File: config.mk
export PLATFORM = sky130hd
export DESIGN_NAME = keypad_edge_to_char_ring_flat
export DESIGN_NICKNAME = d
export VERILOG_FILES = /design/src/rtl/core/kpr_pkg.sv /design/src/rtl/core/kpr_if.sv /design/src/rtl/core/kpr_ring_ram.sv /design/src/rtl/core/kpr_ctrl.sv /design/src/rtl/core/keypad_edge_to_char_ring.sv /design/src/flat_wrapper.sv
export SDC_FILE = /design/constraint.sdc
export NUM_CORES = 1
export LEC_CHECK = 0
export ABC_AREA = 1
export BUFFER_PORTS_ARGS = -buffer_cell sky130_fd_sc_hd__buf_2
export CAP_MARGIN = 20
export CORE_ASPECT_RATIO = 1.75
export CORE_MARGIN = 2
export CORE_UTILIZATION = 50
export DETAILED_ROUTE_END_ITERATION = 12
export PLACE_DENSITY = 0.8
export SLEW_MARGIN = 10
export SYNTH_ARGS = -nofsm -noshare
export SYNTH_HDL_FRONTEND = slang
export SYNTH_HIERARCHICAL = 1
export SYNTH_SLANG_ARGS = --single-unit
File: constraint.sdc
create_clock -name i_clk -period 3.1 [get_ports i_clk]
set_input_delay 0.155 -clock i_clk [delete_from_list [all_inputs] [get_ports i_clk]]
set_output_delay 0.155 -clock i_clk [all_outputs]
set_load 0.03 [all_outputs]
File: src/rtl/core/kpr_pkg.sv
`timescale 1ns / 1ps
// ----------------------------------------------------------------------------
// kpr_pkg
// Shared constants, codes and keymap helpers for the key matrix to
// character ring block.
// ----------------------------------------------------------------------------
package kpr_pkg;

    // ring geometry
    localparam int RING_DEPTH = 32;
    localparam int PTR_W      = $clog2(RING_DEPTH);
    localparam int FILL_W     = 5;

    // key matrix geometry
    localparam int NUM_ROWS = 3;
    localparam int NUM_COLS = 3;
    localparam int NUM_KEYS = NUM_ROWS * NUM_COLS;
    localparam int KEY_W    = $clog2(NUM_KEYS);
    localparam int CHAR_W   = 8;
    localparam int SUB_W    = 2;

    // item operation codes
    localparam logic OP_SCAN = 1'b0;
    localparam logic OP_POP  = 1'b1;

    // characters
    localparam logic [CHAR_W-1:0] CH_NUL = 8'h00;
    localparam logic [CHAR_W-1:0] CH_CR  = 8'h0D;
    localparam logic [CHAR_W-1:0] CH_ESC = 8'h1B;
    localparam logic [CHAR_W-1:0] CH_LBR = 8'h5B;
    localparam logic [CHAR_W-1:0] CH_UP  = 8'h41;
    localparam logic [CHAR_W-1:0] CH_DN  = 8'h42;

    // special keys
    localparam logic [KEY_W-1:0] KEY_CR      = KEY_W'(1);
    localparam logic [KEY_W-1:0] KEY_ESC     = KEY_W'(2);
    localparam logic [KEY_W-1:0] KEY_CUR_UP  = KEY_W'(5);
    localparam logic [KEY_W-1:0] KEY_CUR_DN  = KEY_W'(8);

    // character positions within a cursor sequence
    localparam logic [SUB_W-1:0] SEQ_FIRST = SUB_W'(0);
    localparam logic [SUB_W-1:0] SEQ_MID   = SUB_W'(1);
    localparam logic [SUB_W-1:0] SEQ_LAST  = SUB_W'(2);

    // true for keys that push a three character cursor sequence
    function automatic logic is_cursor_key(input logic [KEY_W-1:0] k);
        return (k == KEY_CUR_UP) || (k == KEY_CUR_DN);
    endfunction

    // character pushed for key k at sequence position sub
    function automatic logic [CHAR_W-1:0] key_char(input logic [KEY_W-1:0] k,
                                                   input logic [SUB_W-1:0] sub);
        logic [CHAR_W-1:0] ch;
        ch = CH_NUL;
        if (k == KEY_CR) begin
            ch = CH_CR;
        end else if (k == KEY_ESC) begin
            ch = CH_ESC;
        end else if (is_cursor_key(k)) begin
            case (sub)
                SEQ_FIRST: ch = CH_ESC;
                SEQ_MID:   ch = CH_LBR;
                default:   ch = (k == KEY_CUR_UP) ? CH_UP : CH_DN;
            endcase
        end
        return ch;
    endfunction

    // lowest pending key: column major, then row
    function automatic logic [KEY_W-1:0] first_key(input logic [NUM_KEYS-1:0] m);
        logic [KEY_W-1:0] k;
        logic             found;
        k     = '0;
        found = 1'b0;
        for (int i = 0; i < NUM_KEYS; i++) begin
            if (m[i] && !found) begin
                k     = KEY_W'(i);
                found = 1'b1;
            end
        end
        return k;
    endfunction

    // ring pointer advance with wrap
    function automatic logic [PTR_W-1:0] ptr_inc(input logic [PTR_W-1:0] p);
        return (p == PTR_W'(RING_DEPTH - 1)) ? '0 : p + PTR_W'(1);
    endfunction

endpackage

File: src/rtl/core/kpr_if.sv
`timescale 1ns / 1ps
// ----------------------------------------------------------------------------
// kpr_if
// Valid/ready channels: scan or pop items in, status items out.
// ----------------------------------------------------------------------------
interface kpr_in_if;
    logic       valid;
    logic       ready;
    logic       op;
    logic [2:0] col0_keys;
    logic [2:0] col1_keys;
    logic [2:0] col2_keys;

    modport source (output valid, output op, output col0_keys, output col1_keys,
                    output col2_keys, input ready);
    modport sink   (input valid, input op, input col0_keys, input col1_keys,
                    input col2_keys, output ready);
endinterface

interface kpr_out_if;
    logic       valid;
    logic       ready;
    logic [7:0] char_out;
    logic       char_valid;
    logic [4:0] fill_count;
    logic       overflow;

    modport source (output valid, output char_out, output char_valid,
                    output fill_count, output overflow, input ready);
    modport sink   (input valid, input char_out, input char_valid,
                    input fill_count, input overflow, output ready);
endinterface

File: src/rtl/core/kpr_ring_ram.sv
`timescale 1ns / 1ps
// ----------------------------------------------------------------------------
// kpr_ring_ram
// Simple dual port synchronous RAM, one write and one registered read port.
// ----------------------------------------------------------------------------
module kpr_ring_ram #(
    parameter int DEPTH  = 32,
    parameter int DATA_W = 8,
    parameter int ADDR_W = $clog2(DEPTH)
) (
    input  logic              i_clk,
    input  logic              i_we,
    input  logic [ADDR_W-1:0] i_waddr,
    input  logic [DATA_W-1:0] i_wdata,
    input  logic              i_re,
    input  logic [ADDR_W-1:0] i_raddr,
    output logic [DATA_W-1:0] o_rdata
);

    logic [DATA_W-1:0] r_mem [DEPTH];
    logic [DATA_W-1:0] r_rdata;

    // write port
    always_ff @(posedge i_clk) begin
        if (i_we) begin
            r_mem[i_waddr] <= i_wdata;
        end
    end

    // read port, registered
    always_ff @(posedge i_clk) begin
        if (i_re) begin
            r_rdata <= r_mem[i_raddr];
        end
    end

    assign o_rdata = r_rdata;

endmodule

File: src/rtl/core/kpr_ctrl.sv
`timescale 1ns / 1ps
// ----------------------------------------------------------------------------
// kpr_ctrl
// Sequencer: key edge detection, one ring push per cycle, pops through the
// RAM read port, and the registered status item toward the output channel.
// ----------------------------------------------------------------------------
module kpr_ctrl (
    input  logic                                i_clk,
    input  logic                                i_rst_n,
    kpr_in_if.sink                              i_in,
    kpr_out_if.source                           o_out,
    output logic                                o_ram_we,
    output logic [kpr_pkg::PTR_W-1:0]           o_ram_waddr,
    output logic [kpr_pkg::CHAR_W-1:0]          o_ram_wdata,
    output logic                                o_ram_re,
    output logic [kpr_pkg::PTR_W-1:0]           o_ram_raddr,
    input  logic [kpr_pkg::CHAR_W-1:0]          i_ram_rdata
);

    typedef enum logic [1:0] {
        S_IDLE,
        S_SCAN,
        S_READ,
        S_DONE
    } t_state;

    t_state                          r_state,     n_state;
    logic [kpr_pkg::NUM_KEYS-1:0]    r_prev,      n_prev;
    logic [kpr_pkg::NUM_KEYS-1:0]    r_pend,      n_pend;
    logic [kpr_pkg::SUB_W-1:0]       r_sub,       n_sub;
    logic [kpr_pkg::PTR_W-1:0]       r_wp,        n_wp;
    logic [kpr_pkg::PTR_W-1:0]       r_rp,        n_rp;
    logic [kpr_pkg::PTR_W-1:0]       r_held,      n_held;
    logic [kpr_pkg::CHAR_W-1:0]      r_res_char,  n_res_char;
    logic                            r_res_valid, n_res_valid;
    logic                            r_res_ovf,   n_res_ovf;
    logic                            r_out_valid, n_out_valid;
    logic [kpr_pkg::CHAR_W-1:0]      r_out_char,  n_out_char;
    logic                            r_out_cv,    n_out_cv;
    logic [kpr_pkg::FILL_W-1:0]      r_out_fill,  n_out_fill;
    logic                            r_out_ovf,   n_out_ovf;

    logic                            accept;
    logic                            out_free;
    logic                            ring_full;
    logic                            seq_last;
    logic [kpr_pkg::NUM_KEYS-1:0]    now_keys;
    logic [kpr_pkg::NUM_KEYS-1:0]    rise_keys;
    logic [kpr_pkg::NUM_KEYS-1:0]    pend_clr;
    logic [kpr_pkg::KEY_W-1:0]       cur_key;
    logic [kpr_pkg::CHAR_W-1:0]      cur_char;

    // handshake, held off during reset
    assign i_in.ready = i_rst_n && (r_state == S_IDLE);
    assign accept     = i_in.valid && i_rst_n && (r_state == S_IDLE);
    assign out_free   = !r_out_valid || o_out.ready;

    // key edge and push selection
    assign now_keys  = {i_in.col2_keys, i_in.col1_keys, i_in.col0_keys};
    assign rise_keys = now_keys & ~r_prev;
    assign cur_key   = kpr_pkg::first_key(r_pend);
    assign cur_char  = kpr_pkg::key_char(cur_key, r_sub);
    assign seq_last  = !kpr_pkg::is_cursor_key(cur_key) || (r_sub == kpr_pkg::SEQ_LAST);
    assign ring_full = (r_held == kpr_pkg::PTR_W'(kpr_pkg::RING_DEPTH - 1));

    always_comb begin
        pend_clr          = r_pend;
        pend_clr[cur_key] = 1'b0;
    end

    // ram ports
    assign o_ram_waddr = r_wp;
    assign o_ram_wdata = cur_char;
    assign o_ram_raddr = r_rp;
    assign o_ram_we    = (r_state == S_SCAN) && !ring_full;
    assign o_ram_re    = accept && (i_in.op == kpr_pkg::OP_POP) && (r_held != '0);

    // next state
    always_comb begin
        n_state     = r_state;
        n_prev      = r_prev;
        n_pend      = r_pend;
        n_sub       = r_sub;
        n_wp        = r_wp;
        n_rp        = r_rp;
        n_held      = r_held;
        n_res_char  = r_res_char;
        n_res_valid = r_res_valid;
        n_res_ovf   = r_res_ovf;
        n_out_valid = r_out_valid;
        n_out_char  = r_out_char;
        n_out_cv    = r_out_cv;
        n_out_fill  = r_out_fill;
        n_out_ovf   = r_out_ovf;

        if (r_out_valid && o_out.ready) begin
            n_out_valid = 1'b0;
        end

        case (r_state)
            S_IDLE: begin
                if (accept) begin
                    n_res_char  = kpr_pkg::CH_NUL;
                    n_res_valid = 1'b0;
                    n_res_ovf   = 1'b0;
                    if (i_in.op == kpr_pkg::OP_SCAN) begin
                        n_prev  = now_keys;
                        n_pend  = rise_keys;
                        n_sub   = kpr_pkg::SEQ_FIRST;
                        n_state = (rise_keys == '0) ? S_DONE : S_SCAN;
                    end else if (r_held != '0) begin
                        n_state = S_READ;
                    end else begin
                        n_state = S_DONE;
                    end
                end
            end
            S_SCAN: begin
                // one push per cycle, dropped when the ring is full
                if (ring_full) begin
                    n_res_ovf = 1'b1;
                end else begin
                    n_wp   = kpr_pkg::ptr_inc(r_wp);
                    n_held = r_held + kpr_pkg::PTR_W'(1);
                end
                if (seq_last) begin
                    n_pend = pend_clr;
                    n_sub  = kpr_pkg::SEQ_FIRST;
                    if (pend_clr == '0) begin
                        n_state = S_DONE;
                    end
                end else begin
                    n_sub = r_sub + kpr_pkg::SUB_W'(1);
                end
            end
            S_READ: begin
                // read data arrives in the cycle after the address
                n_res_char  = i_ram_rdata;
                n_res_valid = 1'b1;
                n_rp        = kpr_pkg::ptr_inc(r_rp);
                n_held      = r_held - kpr_pkg::PTR_W'(1);
                n_state     = S_DONE;
            end
            S_DONE: begin
                if (out_free) begin
                    n_out_valid = 1'b1;
                    n_out_char  = r_res_char;
                    n_out_cv    = r_res_valid;
                    n_out_fill  = kpr_pkg::FILL_W'(r_held);
                    n_out_ovf   = r_res_ovf;
                    n_state     = S_IDLE;
                end
            end
            default: begin
                n_state = S_IDLE;
            end
        endcase
    end

    // state and registered outputs
    always_ff @(posedge i_clk) begin
        r_res_char  <= n_res_char;
        r_res_valid <= n_res_valid;
        r_res_ovf   <= n_res_ovf;
        r_out_char  <= n_out_char;
        r_out_cv    <= n_out_cv;
        r_out_fill  <= n_out_fill;
        r_out_ovf   <= n_out_ovf;
        if (!i_rst_n) begin
            r_state     <= S_IDLE;
            r_prev      <= '0;
            r_pend      <= '0;
            r_sub       <= kpr_pkg::SEQ_FIRST;
            r_wp        <= '0;
            r_rp        <= '0;
            r_held      <= '0;
            r_out_valid <= 1'b0;
        end else begin
            r_state     <= n_state;
            r_prev      <= n_prev;
            r_pend      <= n_pend;
            r_sub       <= n_sub;
            r_wp        <= n_wp;
            r_rp        <= n_rp;
            r_held      <= n_held;
            r_out_valid <= n_out_valid;
        end
    end

    assign o_out.valid      = r_out_valid;
    assign o_out.char_out   = r_out_char;
    assign o_out.char_valid = r_out_cv;
    assign o_out.fill_count = r_out_fill;
    assign o_out.overflow   = r_out_ovf;

endmodule

File: src/rtl/core/keypad_edge_to_char_ring.sv
`timescale 1ns / 1ps
// ----------------------------------------------------------------------------
// keypad_edge_to_char_ring
// 3x3 key matrix edge detector feeding a 32 entry character ring.
// ----------------------------------------------------------------------------
// Each input item is either a scan snapshot or a pop, and gives exactly one
// status item. Newly pressed keys are pushed into the ring one character per
// cycle through the single RAM write port, dropped characters included (keys
// 5 and 8 push three each). A pop steps through the address, the registered
// RAM read and the result; an empty pop skips the read.
// The ring holds up to 31 characters; a push into a full ring is dropped and
// flagged in overflow. A finished status item waits in the output register,
// and the next item is accepted as soon as the sequencer is idle again.
// ----------------------------------------------------------------------------
module keypad_edge_to_char_ring (
    input  logic      i_clk,
    input  logic      i_rst_n,
    kpr_in_if.sink    i_in,
    kpr_out_if.source o_out
);

    logic                          ram_we;
    logic [kpr_pkg::PTR_W-1:0]     ram_waddr;
    logic [kpr_pkg::CHAR_W-1:0]    ram_wdata;
    logic                          ram_re;
    logic [kpr_pkg::PTR_W-1:0]     ram_raddr;
    logic [kpr_pkg::CHAR_W-1:0]    ram_rdata;

    // sequencer
    kpr_ctrl u_ctrl (
        .i_clk       (i_clk),
        .i_rst_n     (i_rst_n),
        .i_in        (i_in),
        .o_out       (o_out),
        .o_ram_we    (ram_we),
        .o_ram_waddr (ram_waddr),
        .o_ram_wdata (ram_wdata),
        .o_ram_re    (ram_re),
        .o_ram_raddr (ram_raddr),
        .i_ram_rdata (ram_rdata)
    );

    // character ring storage
    kpr_ring_ram #(
        .DEPTH  (kpr_pkg::RING_DEPTH),
        .DATA_W (kpr_pkg::CHAR_W),
        .ADDR_W (kpr_pkg::PTR_W)
    ) u_ram (
        .i_clk   (i_clk),
        .i_we    (ram_we),
        .i_waddr (ram_waddr),
        .i_wdata (ram_wdata),
        .i_re    (ram_re),
        .i_raddr (ram_raddr),
        .o_rdata (ram_rdata)
    );

endmodule
File: src/flat_wrapper.sv
// flat-port wrapper written by rule: the top's interface ports become plain ports
module keypad_edge_to_char_ring_flat 
  (i_clk, i_rst_n, i_in_valid, i_in_op, i_in_col0_keys, i_in_col1_keys, i_in_col2_keys, i_in_ready, o_out_valid, o_out_char_out, o_out_char_valid, o_out_fill_count, o_out_overflow, o_out_ready);
  kpr_in_if i_in_i ();
  kpr_out_if o_out_i ();
  input  logic i_clk;
  input  logic i_rst_n;
  input wire logic [$bits(i_in_i.valid)-1:0] i_in_valid;
  input wire logic [$bits(i_in_i.op)-1:0] i_in_op;
  input wire logic [$bits(i_in_i.col0_keys)-1:0] i_in_col0_keys;
  input wire logic [$bits(i_in_i.col1_keys)-1:0] i_in_col1_keys;
  input wire logic [$bits(i_in_i.col2_keys)-1:0] i_in_col2_keys;
  output wire logic [$bits(i_in_i.ready)-1:0] i_in_ready;
  output wire logic [$bits(o_out_i.valid)-1:0] o_out_valid;
  output wire logic [$bits(o_out_i.char_out)-1:0] o_out_char_out;
  output wire logic [$bits(o_out_i.char_valid)-1:0] o_out_char_valid;
  output wire logic [$bits(o_out_i.fill_count)-1:0] o_out_fill_count;
  output wire logic [$bits(o_out_i.overflow)-1:0] o_out_overflow;
  input wire logic [$bits(o_out_i.ready)-1:0] o_out_ready;
  assign i_in_i.valid = i_in_valid;
  assign i_in_i.op = i_in_op;
  assign i_in_i.col0_keys = i_in_col0_keys;
  assign i_in_i.col1_keys = i_in_col1_keys;
  assign i_in_i.col2_keys = i_in_col2_keys;
  assign i_in_ready = i_in_i.ready;
  assign o_out_valid = o_out_i.valid;
  assign o_out_char_out = o_out_i.char_out;
  assign o_out_char_valid = o_out_i.char_valid;
  assign o_out_fill_count = o_out_i.fill_count;
  assign o_out_overflow = o_out_i.overflow;
  assign o_out_i.ready = o_out_ready;
  keypad_edge_to_char_ring u_core (.i_clk(i_clk), .i_rst_n(i_rst_n), .i_in(i_in_i), .o_out(o_out_i));
endmodule
==> metrics.md, run 1 <==
| Metric | Value |
|---|---|
| Status | `completed` |
| GRT Resource Usage Total | `0.2086` |
| Net Sw Frac | `0.3283` |
| Met3 global-route usage | `0.02640` |
| RSZ-0062 raised after global routing | `false` |
| Crit Path Category | `reg -> reg` |
| First-pass GRT wire length | `about 47 mm` |
| Num CTS Buffers | `26` |
| Die Span Y | `roughly 220 um` |
| Worst Skew | `roughly 15 ps` |
| Post-CTS sizing | `0` |
| Reg2reg end | `u_core/u_ram/r_mem[10][5]$_DFFE_PP_` |
| GR Layer Usage met1 | `0.2208` |
| Max Cap Violations | `0` |
| Area of the multi-input gates | `3779 um2` |
| Initial antenna violation count | `0` |
| Largest stage delay, worst path | `around 700 ps` |
| Buffer depth of the longest clock path | `3` |
| NetSw | `~4.3 mW` |
| Post-layout minimum cycle time | `around 2500 ps` |
| Total power per unit cell area | `roughly 840 nW/um2` |
| H-tree level count | `1` |
| # setup viols final | `0` |
| I/O pins | `31` |
| Required time of the critical path | `approximately 3300 ps` |
| CP Buf/Inv Count | `2` |
| Min-delay worst type | `in -> reg` |
| Seq cells post-synth | `between 300 and 400` |
| Overall power | `between 10 and 15 mW` |
| Slew Limit Fails | `0` |
| Cts hold-fix bufs | `10` |
| DP Wirelength | `around 19 mm` |
| Setup TNS after final layout | `0 ps` |
| Max FO, Critical Path | `11` |
| Vias in the first global route | `about 9.3k` |
| Slew HR | `0.4728` |
| Seq/Total Area, Yosys | `0.6780` |
| Count of warnings emitted by yosys | `6` |
| Clk sinks | `between 300 and 400` |
| Overflow after GRT | `0` |
| Clock share of power | `0.279` |
| Reg2Reg Launch Point | `u_core/u_ctrl/r_state[1]$_SDFFE_PN0P_` |
| Reg area | `between 9000 and 10000 um2` |
| CP arrival | `between 2000 and 3000 ps` |
| Lkg Pwr | `roughly 5.8 nW` |
| CTS tree | `yes` |
| Startpoint Class | `flop` |
| Mapped cell area | `roughly 14000 um2` |
| Port bufs | `30` |
| DIE WIDTH | `130.1 um` |
| Starting Density | `0.5095` |
| Full die area | `around 29000 um2` |
| Global routing's busiest layer | `met2` |
| Detail Route Antenna Nets | `0` |
| Netlist cell types | `38` |
| Clock-pin slew of the registers on the worst-case setup and hold paths | `about 70 ps` |
| Ant diodes | `0` |
| GPL Wtd Cong | `slightly above 0.9` |
| Fin crit share | `0.8212` |
| Pint | `just under 9 mW` |
| Total number of vias | `roughly 9.4k` |
| DRT Wirelength | `a little over 30 mm` |
| R2r setup slk | `between 500 and 600 ps` |
| FF-to-FF path depth | `6` |
| Worst hold path endpoint | `u_core/u_ctrl/r_pend[7]$_SDFFE_PN0P_` |
| Slowest CP cell | `nor2_1` |
| Clock Latency Late Sink | `~540 ps` |
| CP Launch Point | `u_core/u_ctrl/r_state[1]$_SDFFE_PN0P_` |
| Wire length per cell | `between 15 and 20 um` |
| Hold Crit Depth | `4` |
| Setup Buffers After CTS | `0` |
| Layout cells sized above 1 | `0.1011` |
| Combinational share of power | `0.277` |
| Row count | `80` |
| Hold Crit Start | `i_rst_n` |
| Largest net degree at the start of global routing | `between 100 and 150` |
| Vias per inst | `between 5 and 6` |
| Hold Vio Cnt, Final | `0` |
| Fillers | `2162` |
| Post-Synthesis Cells | `between 1k and 1.5k` |
| Slew @ Worst Pin | `slightly below 800 ps` |
| Worst path cell trace | `inv_1 -> ha_1 -> inv_2 -> nor2_4 -> nand3_1 -> nor2_1` |
| Core area | `between 20000 and 30000 um2` |
| IR drop worst, VDD | `between 0.0005 and 0.0006 V` |
| Final layout net count | `about 1.3k` |
| Synthesized area per cell | `between 10 and 15 um2` |
| Fmax | `roughly 390 MHz` |
| Met2 Use GR | `0.3906` |
| Root Driver | `clkbuf_16` |
| Layout area overhead | `10.83%` |
| Initial drt markers | `around 820` |
| Crit path max-delay family | `simple AND/OR/NAND/NOR gates` |
| Drt first pass iters | `8` |
| Critical Path End Type | `flop` |
| DRC Markers | `0` |
| Flop pwr share | `0.443` |
[power by group through the flow]
| stage | Sequential, mW | Combinational (mW) | Clock, mW |
|---|---|---|---|
| final | 5.75 | 3.60 | 3.62 |
| after global routing | 5.78 | 3.97 | 3.84 |
| after CTS | 5.75 | 3.58 | 3.66 |
| after detailed placement | 5.84 | 3.54 | 0 |
| after global placement | 5.83 | 3.46 | 0 |
| after floorplan | 5.85 | 2.51 | 0 |
[worst max-delay path by stage]
stage	slack, ps	endpoint	cells after the start
3_3_place_gp	680	u_core/u_ram/r_mem[10][0]$_DFFE_PP_	6
2_1_floorplan	140	u_core/u_ram/r_mem[0][3]$_DFFE_PP_	8
6_report	550	u_core/u_ram/r_mem[10][5]$_DFFE_PP_	6
3_5_place_dp	620	u_core/u_ram/r_mem[10][4]$_DFFE_PP_	6
4_1_cts	600	u_core/u_ram/r_mem[10][5]$_DFFE_PP_	6
5_1_grt	490	u_core/u_ram/r_mem[18][3]$_DFFE_PP_	6
[flip-flops by register name, summed over array words and instances, names as in the netlist, 5 cells and up]
name / flops
u_core/u_ctrl/r_res_char: 8
u_core/u_ctrl/r_pend: 9
u_core/u_ctrl/r_prev: 9
u_core/u_ctrl/r_held: 5
u_core/u_ctrl/o_ram_waddr: 5
u_core/u_ram/o_rdata: 8
u_core/u_ctrl/o_out.char_out: 8
u_core/u_ctrl/o_ram_raddr: 5
u_core/u_ram/r_mem: 256
u_core/u_ctrl/o_out.fill_count: 5
[per-layer routing]
metal / wire (um) / vias up / part of all wire
met2: 16400 / 364 / 0.54
met1: 10530 / 4444 / 0.35
met4: 1641 / 0 / 0.054
li1: - / 4446 / -
met5: 0 / - / 0
met3: 1579 / 103 / 0.052
[final cells by class]
cell class | count | share of cell area
Sequential cell | 327 | 0.6121
Multi-Input combinational cell | 821 | 0.2449
Clock buffer | 35 | 0.04833
Timing Repair Buffer | 71 | 0.03422
Tap cell | 369 | 0.02992
Inverter | 70 | 0.01711
Clock inverter | 11 | 0.01346
[cell usage after synthesis]
cell | instances | area, um2
buf_4 | 6 | 45.04
nor2_4 | 2 | 22.52
clkbuf_2 | 2 | 10.01
inv_1 | 64 | 240.2
edfxtp_1 | 289 | 8678
buf_1 | 3 | 11.26
o2111ai_1 | 1 | 8.760
nand4_2 | 1 | 12.51
nand2_1 | 411 | 1543
inv_2 | 5 | 18.77
fa_1 | 1 | 20.02
o211ai_1 | 1 | 7.510
a211oi_1 | 3 | 22.52
clkinv_1 | 1 | 3.750
buf_2 | 15 | 75.07
dfxtp_1 | 38 | 760.7
buf_6 | 25 | 281.5
or2_2 | 5 | 31.28
nand2_2 | 2 | 12.51
nand2_4 | 2 | 22.52
nand3_1 | 222 | 1111
nand4_1 | 3 | 18.77
a211oi_2 | 1 | 12.51
ha_1 | 14 | 175.2
nor2_2 | 4 | 25.02
a21oi_1 | 31 | 155.2
nor2_1 | 58 | 217.7
o21ai_1 | 2 | 10.01
xor2_1 | 3 | 26.28
o21ai_0 | 36 | 180.2
nand3_4 | 1 | 17.52
o21ai_2 | 3 | 26.28
conb_1 | 1 | 3.750
o21bai_1 | 1 | 7.510
clkbuf_1 | 10 | 37.54
nor3_1 | 9 | 45.04
a31oi_1 | 1 | 6.260
o21bai_4 | 1 | 18.77
[cells by family (layout without fill, tap and decap cells)]
group / count (synthesis) / after routing / share of synthesized area
other: 1 / 2 / 0.0002694
DFF: 327 / 327 / 0.6780
AOI/OAI and AO/OA: 81 / 81 / 0.03271
and+or+nand+nor: 720 / 720 / 0.2212
adders and majority gates: 15 / 15 / 0.01402
buffers and inverters: 131 / 187 / 0.05195
xor gates and xnor gates: 3 / 3 / 0.001888
[per-stage QoR]
step           utilization  hold slack, ps  area (um2)  setup slack (ps)  cells
6_report            0.5647           108.0       15430             554.2   1704
5_1_grt             0.5647           117.8       15430             485.2   1704
4_1_cts             0.5647           83.71       15430             597.7   1704
3_5_place_dp        0.5261           405.7       14380             617.1   1648
3_3_place_gp        0.5251           401.1       14350             680.6   1647
2_1_floorplan            -           317.4       13930             138.7   1279
[worst reg2reg max path, cell delays in order (launching register included)]
cell and delay [ps]:
dfxtp_1 330, inv_1 90, ha_1 180, inv_2 100, nor2_4 250, nand3_1 510
nor2_1 720
[placed cells by master (no fill, tap or decap), types with 3 or more instances in the layout]
cell type	n
dfxtp_1	36
or2_2	5
o21ai_2	4
nor2_1	56
clkbuf_1	4
xor2_1	3
nand2_1	411
o21ai_0	35
ha_1	14
nand3_1	222
clkbuf_16	27
bufinv_16	6
buf_4	28
inv_1	64
nor2_2	6
edfxtp_1	289
nor3_1	9
buf_2	30
nand4_1	3
dlygate4sd3_1	10
a211oi_1	3
clkinv_2	3
inv_2	4
a21oi_1	31
clkbuf_8	4
Power figures use the tool's default switching activity.
==> inputs of run 2 (changes only) <==
- ABC_AREA: 1 -> 0
- PLACE_DENSITY: 0.8 -> 0.78
- clock period: 3.1 -> 2.4 ns (I/O delays scaled with it)
==> run 2 against run 1 <==
  * Sequential share of layout area is 1.6 points higher
  * Count of clock-buffer cells in the layout is 1 lower
  * Wire length fell by 8.3%
  * Global-route usage fell by 0.72 points
  * Cell area down 2.5%
  * Synthesized cell count shrank 43%
  * Combinational power decreased by 29%
  * Register-to-register slack worse by 550 ps
  * Hold slack worse by 74 ps
  * Fmax grew 6.4%
  * Core utilization grew 1.5 points
  * Clock power up 14%
  * Critical endpoint is now u_core/u_ram/o_rdata[6]$_DFFE_PP_
==> metrics.md, run 2 <==
| Metric | Value |
|---|---|
| Status | `completed (unchanged)` |
| Detail Route Antenna Nets | `0 (unchanged)` |
| DR WL met2 | `15.50 mm (was 16.40 mm)` |
| Wire length per cell | `24.00 um (was 17.69 um)` |
| Critical Path End Type | `flop (unchanged)` |
| Min-delay worst type | `in -> reg (unchanged)` |
| Count of warnings emitted by yosys | `6 (unchanged)` |
| XOR/XNOR Fraction of Synth Area | `0.001326 (was 0.001887)` |
| Slowest CP cell | `mux4_2 (was nor2_1)` |
| DP Wirelength | `18.26 mm (was 19.19 mm)` |
| Largest stage delay, worst path | `580 ps (was 710 ps)` |
| Slew @ Worst Pin | `913.0 ps (was 790.7 ps)` |
| Met3 WL | `1.229 mm (was 1.579 mm)` |
| CP dominant cell by count | `mux4_2` |
| DIE WIDTH | `126.9 um (was 130.1 um)` |
| CP arrival | `2700 ps (was 2720 ps)` |
| Buffer depth of the longest clock path | `3 (unchanged)` |
| Layout area overhead | `13.87% (was 10.83%)` |
| Required time of the critical path | `2710 ps (was 3270 ps)` |
| Share of Yosys cell area claimed by the top area cell type | `0.6570 (was 0.6233)` |
| First-pass GRT wire length | `41.92 mm (was 46.62 mm)` |
| Drt first pass iters | `5 (was 8)` |
| Post-layout minimum cycle time | `2393 ps (was 2546 ps)` |
| Number of synthesized flops with an enable pin | `289 (unchanged)` |
| DRT Wirelength | `27.65 mm (was 30.15 mm)` |
| Crit Path Category | `reg -> reg (unchanged)` |
| Highest-count cells in the layout ignoring fill and taps | `edfxtp_1, mux4_2, nand2_1, nor2_1, dfxtp_1 (was nand2_1, edfxtp_1, nand3_1, inv_1, nor2_1)` |
| Slew Limit Fails | `0 (unchanged)` |
| Mapped cell area | `13210 um2 (was 13920 um2)` |
| Asr flop ratio synth | `0 (unchanged)` |
| DR top layer | `met4 (unchanged)` |
| Lkg Pwr | `4.788 nW (was 5.790 nW)` |
| Max FFs per register | `256 (unchanged)` |
| Port bufs | `30 (unchanged)` |
| Startpoint Class | `flop (unchanged)` |
| H-tree level count | `1 (unchanged)` |
| Clk sinks | `327 (unchanged)` |
| DP Area | `14020 um2 (was 14380 um2)` |
| Post-Synth Simple-Gate Area | `0.06119 (was 0.2212)` |
| Area of the multi-input gates | `3582 um2 (was 3779 um2)` |
| Total number of vias | `6957 (was 9357)` |
| Final layout net count | `840 (was 1346)` |
| Largest net degree at the start of global routing | `37 (was 132)` |
| Clock-pin slew of the registers on the worst-case setup and hold paths | `70 ps (about the same)` |
| Initial drt markers | `692 (was 821)` |
| Full die area | `27790 um2 (was 29250 um2)` |
| Hold Vio Cnt, Final | `0 (unchanged)` |
| Core area | `25960 um2 (was 27330 um2)` |
| Pint | `10.06 mW (was 8.708 mW)` |
| I/O pins | `31 (unchanged)` |
| Fillers | `1851 (was 2162)` |
| Fmax | `417.9 MHz (was 392.8 MHz)` |
| DRC Markers | `0 (unchanged)` |
| Clock Latency Late Sink | `560 ps (was 540 ps)` |
| Synthesized area per cell | `18.14 um2 (was 10.89 um2)` |
| Count leader, synth | `edfxtp_1 (was nand2_1)` |
| Reg area | `9444 um2 (unchanged)` |
| Seq/Total Area, Yosys | `0.7146 (was 0.6780)` |
| Die Span Y | `219.0 um (was 224.7 um)` |
| Row count | `78 (was 80)` |
| Ant diodes | `0 (unchanged)` |
| Overflow after GRT | `0 (unchanged)` |
| Clock share of power | `0.306 (was 0.279)` |
| Worst path cell trace | `buf_16 -> mux4_2 -> mux4_2 -> mux2_2 (was inv_1 -> ha_1 -> inv_2 -> nor2_4 -> nand3_1 -> nor2_1)` |
| Crit path max-delay family | `multiplexers (was simple AND/OR/NAND/NOR gates)` |
| CP Buf/Inv Count | `1 (was 2)` |
| CTS tree | `yes (unchanged)` |
| Total power per unit cell area | `899.3 nW/um2 (was 840.2 nW/um2)` |
| Fin crit share | `0.9971 (was 0.8212)` |
| Max Cap Violations | `0 (unchanged)` |
| Combinational share of power | `0.190 (was 0.277)` |
| Met1 wire length | `9.741 mm (was 10.53 mm)` |
| Regs by FF count | `u_core/u_ram/r_mem x256, u_core/u_ctrl/r_pend x9, u_core/u_ctrl/r_prev x9 (unchanged)` |
| Design area | `15040 um2 (was 15430 um2)` |
| Max FO, Critical Path | `17 (was 11)` |
| Main combinational cell family by area after synthesis | `multiplexers (was simple AND/OR/NAND/NOR gates)` |
| Num CTS Buffers | `27 (was 26)` |
| Netlist cell types | `62 (was 38)` |
| Complex-gate fraction of the synthesized area | `0.04073 (was 0.03271)` |
| Root Driver | `clkbuf_16 (unchanged)` |
| # setup viols final | `0 (unchanged)` |
| Pre-CTS setup slack | `7.790 ps (was 617.1 ps)` |
| GPL Wtd Cong | `0.8712 (was 0.9130)` |
| Slew HR | `0.3891 (was 0.4728)` |
| Primary FF master, synth | `edfxtp_1 (unchanged)` |
| Overall power | `13.53 mW (was 12.96 mW)` |
| Net Sw Frac | `0.2565 (was 0.3283)` |
| Vias per inst | `6.039 (was 5.491)` |
| RSZ-0062 raised after global routing | `true (was false)` |
| GRT Resource Usage Total | `0.2015 (was 0.2086)` |
| Initial antenna violation count | `0 (unchanged)` |
| Flop pwr share | `0.504 (was 0.443)` |
| Final Worst Setup Slack | `6.886 ps (was 554.2 ps)` |
| Post-Synthesis Cells | `728 (was 1278)` |
| Synth area leader | `edfxtp_1 (unchanged)` |
| Top cells by count, synth | `edfxtp_1, mux4_2, nor2_1 (was nand2_1, edfxtp_1, nand3_1)` |
| Adder-cell share of the synthesized area | `0.01553 (was 0.01402)` |
| NetSw | `3.470 mW (was 4.256 mW)` |
| Synth area leaders | `edfxtp_1, mux4_2, dfxtp_1, ha_1, nor2_1 (was edfxtp_1, nand2_1, nand3_1, dfxtp_1, buf_6)` |
| Reg with most FFs | `u_core/u_ram/r_mem (unchanged)` |
| Worst Skew | `13.13 ps (was 15.02 ps)` |
| Starting Density | `0.5088 (was 0.5095)` |
| Multiplexer share of the synthesized area | `0.1485 (was 0)` |
| Vias in the first global route | `7117 (was 9265)` |
| Seq cells post-synth | `327 (unchanged)` |
| IR drop worst, VDD | `0.0005342 V (was 0.0005717 V)` |
| Most common cell after layout, fill and taps aside | `edfxtp_1 (was nand2_1)` |
| Layout cells sized above 1 | `0.2728 (was 0.1011)` |
## run 2: cell count changes after synthesis, sizes merged, moves of 21 or more
cell	before	now
a21oi	31	10
mux4	0	80
buf	49	17
inv	69	18
nor2	64	43
nand2	415	41
nand3	223	10
## run 2: worst paths after layout
| kind | from | to | slack [ps] | cells past startpoint |
|---|---|---|---|---|
| setup reg to reg | u_core/u_ctrl/o_ram_raddr[0]$_SDFFE_PN0P_ | u_core/u_ram/o_rdata[6]$_DFFE_PP_ | 7 | 4 |
| hold / removal | i_in_op | u_core/u_ctrl/r_state[1]$_SDFFE_PN0P_ | 30 | 5 |
| hold reg to reg | u_core/u_ctrl/r_res_char[1]$_SDFFCE_PN0P_ | u_core/u_ctrl/o_out.char_out[1]$_DFFE_PP_ | 420 | 0 |
| setup / recovery | u_core/u_ctrl/o_ram_raddr[0]$_SDFFE_PN0P_ | u_core/u_ram/o_rdata[6]$_DFFE_PP_ | 7 | 4 |
## run 2: routing by layer
metal,vias to the layer above,GRT usage
met5,-,0
met4,0,0.08352
met3,61,0.02316
met2,247,0.3858
met1,3589,0.2245
li1,3060,-
## run 2: kinds of logic after synthesis
group / count (synthesis)
multiplexers: 95
adder cells (fa/ha/maj): 16
XOR/XNOR: 2
other: 1
AO/OA/AOI/OAI: 78
flip-flops: 327
AND/OR/NAND/NOR: 159
buffers and inverters: 50
## run 2: area by class of cell
type / instances / area share
Sequential cell: 327 / 0.6279
Multi-Input combinational cell: 352 / 0.2382
Timing Repair Buffer: 85 / 0.04783
Clock buffer: 34 / 0.04667
Tap cell: 320 / 0.02662
Clock inverter: 16 / 0.008319
Inverter: 18 / 0.004492
## run 2: power groups by stage
stage	Sequential [mW]	Combinational, mW	Clock, mW
detailed placement	6.92	2.46	0
finish	6.82	2.57	4.13
global placement	6.90	2.41	0
CTS	6.80	2.49	4.22
global route	6.84	2.77	4.40
floorplan	6.94	1.66	0
## run 2: what timing repair did
item / in CTS / in global routing
pin swaps: 0 / 0
resized for setup: 1 / 8
gates cloned: 0 / 2
hold buffers: 11 / 0
buffers inserted: 0 / 0
endpoints found under the setup margin: 1 / 43
endpoints found under the hold margin: 28 / 0
## run 2: tightest hold or removal path, stage by stage
cell	delay (ps)
buf_2	120
inv_1	50
a21oi_1	60
a21oi_1	120
mux2i_1	80
## run 2: through the flow
step           hold WS, ps  std cells  TNS [ps]  utilization
3_5_place_dp         386.7       1089         0       0.5401
4_1_cts              16.18       1150         0       0.5764
2_1_floorplan        264.9        729     -2911            -
5_1_grt              49.51       1152    -48.34       0.5794
3_3_place_gp         377.5       1089         0       0.5401
6_report             34.25       1152         0       0.5794
==> inputs of run 3 (changes only) <==
- CORE_UTILIZATION: 50 -> 35
- PLACE_DENSITY: 0.78 -> 0.62
==> run 3 against run 2 <==
  * Core utilization is 17 points lower
  * Count of clock-buffer cells in the layout is 1 lower
  * Clock skew is 3.4 ps lower
  * Wire length is 0.61% lower
  * Cell area is 2.0% higher
  * First-iteration DRC count is 45% lower
  * Sequential power is 0.6% lower
  * Critical endpoint is now u_core/u_ram/o_rdata[2]$_DFFE_PP_
  * Highest routed layer unchanged
==> metrics.md, run 3 (synthesis gave the netlist of run 2 again) <==
| Metric | Value |
|---|---|
| Total power per unit cell area | `884.1 nW/um2 (was 899.3 nW/um2)` |
| Row count | `94 (was 78)` |
| Worst hold path endpoint | `u_core/u_ctrl/r_prev[2]$_SDFFE_PN0P_ (was u_core/u_ctrl/r_state[1]$_SDFFE_PN0P_)` |
| Hold Crit Depth | `5 (unchanged)` |
| Full die area | `39370 um2 (was 27790 um2)` |
| CTS tree | `yes (unchanged)` |
| GRT Resource Usage Total | `0.1416 (was 0.2015)` |
| Root Driver | `clkbuf_16 (unchanged)` |
| Overflow after GRT | `0 (unchanged)` |
| DP Area | `14350 um2 (was 14020 um2)` |
| Area of the multi-input gates | `3590 um2 (was 3582 um2)` |
| Slew @ Worst Pin | `1009 ps (was 913.0 ps)` |
| Layout area overhead | `16.10% (was 13.87%)` |
| Final layout net count | `856 (was 840)` |
| Reg area | `9444 um2 (unchanged)` |
| I/O pins | `31 (unchanged)` |
| Vias in the first global route | `7193 (was 7117)` |
| Slowest CP cell | `mux4_2 (unchanged)` |
| Starting Density | `0.3532 (was 0.5088)` |
| Crit path max-delay family | `multiplexers (unchanged)` |
| Lkg Pwr | `4.854 nW (was 4.788 nW)` |
| Hold_ws | `81.16 ps (was 34.25 ps)` |
| Die Span Y | `261.0 um (was 219.0 um)` |
| Fmax | `434.3 MHz (was 417.9 MHz)` |
| Critical Path End Type | `flop (unchanged)` |
| Required time of the critical path | `2710 ps (about the same)` |
| Reg2reg end | `u_core/u_ram/o_rdata[2]$_DFFE_PP_ (was u_core/u_ram/o_rdata[6]$_DFFE_PP_)` |
| Hold Vio Cnt, Final | `0 (unchanged)` |
| CP dominant cell by count | `mux4_2 (unchanged)` |
| Worst path cell trace | `buf_12 -> mux4_2 -> mux4_2 -> mux2_2 (was buf_16 -> mux4_2 -> mux4_2 -> mux2_2)` |
| Slew Limit Fails | `0 (unchanged)` |
| Most common cell after layout, fill and taps aside | `edfxtp_1 (unchanged)` |
| Highest-count cells in the layout ignoring fill and taps | `edfxtp_1, mux4_2, buf_4, nand2_1, dfxtp_1 (was edfxtp_1, mux4_2, nand2_1, nor2_1, dfxtp_1)` |
| IR drop worst, VDD | `0.0006646 V (was 0.0005342 V)` |
| DRT Wirelength | `27.49 mm (was 27.65 mm)` |
| Core area | `37400 um2 (was 25960 um2)` |
| R2r setup slk | `100 ps (was 7 ps)` |
| DP Wirelength | `18.94 mm (was 18.26 mm)` |
| CP Buf/Inv Count | `1 (unchanged)` |
| Largest stage delay, worst path | `570 ps (was 580 ps)` |
| Wire length per cell | `20.73 um (was 24.00 um)` |
| Fillers | `3328 (was 1851)` |
| Final Core Density | `0.4100 (was 0.5794)` |
| Max FFs per register | `256 (unchanged)` |
| FF-to-FF path depth | `4 (unchanged)` |
| Initial antenna violation count | `0 (unchanged)` |
| Largest net degree at the start of global routing | `53 (was 37)` |
| DIE WIDTH | `150.9 um (was 126.9 um)` |
| Design area | `15340 um2 (was 15040 um2)` |
| RSZ-0062 raised after global routing | `false (was true)` |
| Clock Latency Late Sink | `560 ps (about the same)` |
| GPL Wtd Cong | `0.8002 (was 0.8712)` |
| First-pass GRT wire length | `42.08 mm (was 41.92 mm)` |
| Min-delay worst type | `in -> reg (unchanged)` |
| Max Cap Violations | `0 (unchanged)` |
| Buffer depth of the longest clock path | `3 (unchanged)` |
| Hold Crit Start | `i_in_op (unchanged)` |
| # setup viols final | `0 (unchanged)` |
| Fin crit share | `0.9594 (was 0.9971)` |
| Vias per inst | `5.039 (was 6.039)` |
| Regs by FF count | `u_core/u_ram/r_mem x256, u_core/u_ctrl/r_pend x9, u_core/u_ctrl/r_prev x9 (unchanged)` |
| Layout cells sized above 1 | `0.2884 (was 0.2728)` |
| Port bufs | `30 (unchanged)` |
| Reg2Reg Launch Point | `u_core/u_ctrl/o_ram_raddr[0]$_SDFFE_PN0P_ (unchanged)` |
| Initial drt markers | `380 (was 692)` |
| Num CTS Buffers | `28 (was 27)` |
| Crit Path Category | `reg -> reg (unchanged)` |
| Setup Buffers After CTS | `0 (unchanged)` |
| Status | `completed (unchanged)` |
| Slew HR | `0.3251 (was 0.3891)` |
| DRC Markers | `0 (unchanged)` |
| Startpoint Class | `flop (unchanged)` |
| Detail Route Antenna Nets | `0 (unchanged)` |
| CP arrival | `2610 ps (was 2700 ps)` |
| Max FO, Critical Path | `32 (was 17)` |
| Clock-pin slew of the registers on the worst-case setup and hold paths | `70 ps (about the same)` |
| Reg with most FFs | `u_core/u_ram/r_mem (unchanged)` |
| Drt first pass iters | `4 (was 5)` |
| H-tree level count | `1 (unchanged)` |
| Total number of vias | `6682 (was 6957)` |
| Overall power | `13.56 mW (was 13.53 mW)` |
| Worst Skew | `9.712 ps (was 13.13 ps)` |
| Post-layout minimum cycle time | `2302 ps (was 2393 ps)` |
| Clk sinks | `327 (unchanged)` |
| Ant diodes | `0 (unchanged)` |
run 3: cell types whose count changed in the layout (fill, tap and decap cells not counted), moves of 2 or more:
cell,before,now
buf_16,2,0
buf_4,35,53
nor2_2,6,9
clkinv_1,4,6
clkinv_4,2,0
clkbuf_1,7,5
buf_12,4,6
nor2_1,37,34
clkinv_2,7,5
run 3: routing by layer:
layer	GRT usage	share of wire	vias up
met3	0.01185	0.024	41
met1	0.1429	0.34	3459
met2	0.2937	0.61	96
met4	0.04881	0.026	0
met5	0	0	-
li1	-	-	3086
run 3: what timing repair did:
| item | in CTS | in global routing |
|---|---|---|
| endpoints found under the setup margin | 0 | 72 |
| resized for setup | 0 | 9 |
| hold buffers | 11 | 0 |
| hold endpoints to repair | 23 | 0 |
run 3: stage by stage:
| stage | TNS (ps) | setup WS [ps] | std cells |
|---|---|---|---|
| finish | 0 | 97.50 | 1326 |
| global route | 0 | 15.41 | 1326 |
| CTS | 0 | 72.60 | 1326 |
| detailed placement | 0 | 94.57 | 1266 |
| global placement | 0 | 105.0 | 1266 |
| floorplan | -2911 | -50.85 | 729 |
run 3: worst max path at each step:
stage	startpoint	end	slack (ps)	cells past startpoint
after floorplan	u_core/u_ctrl/r_pend[8]$_SDFFE_PN0P_	u_core/u_ram/r_mem[0][1]$_DFFE_PP_	-50	3
after global placement	u_core/u_ctrl/o_ram_raddr[0]$_SDFFE_PN0P_	u_core/u_ram/o_rdata[2]$_DFFE_PP_	100	4
after detailed placement	u_core/u_ctrl/o_ram_raddr[0]$_SDFFE_PN0P_	u_core/u_ram/o_rdata[2]$_DFFE_PP_	90	4
after CTS	u_core/u_ctrl/o_ram_raddr[0]$_SDFFE_PN0P_	u_core/u_ram/o_rdata[2]$_DFFE_PP_	70	4
after global routing	u_core/u_ctrl/r_state[1]$_SDFFE_PN0P_	u_core/u_ram/r_mem[18][1]$_DFFE_PP_	20	7
final	u_core/u_ctrl/o_ram_raddr[0]$_SDFFE_PN0P_	u_core/u_ram/o_rdata[2]$_DFFE_PP_	100	4
run 3: final cells by class:
class                      count  share of cell area
sequential                   327              0.6158
tap                          480             0.03916
timing repair buffer         100             0.05075
clock inverter                16            0.008893
inverter                      18            0.004406
multi-input combinational    352              0.2341
clock buffer                  33             0.04691
run 3: where the power goes:
part,internal (mW),total [mW],switching (mW),leakage (nW)
clock network,2.35,4.31,1.96,0.415
registers,6.65,6.78,0.127,2.91
logic,1.17,2.47,1.30,1.53
total,10.2,13.6,3.39,4.85
run 3: tightest hold or removal path, cell delays in order:
cell and delay [ps]:
buf_2 110, nor2_1 70, buf_4 160, nand2_1 60
a21boi_0 60
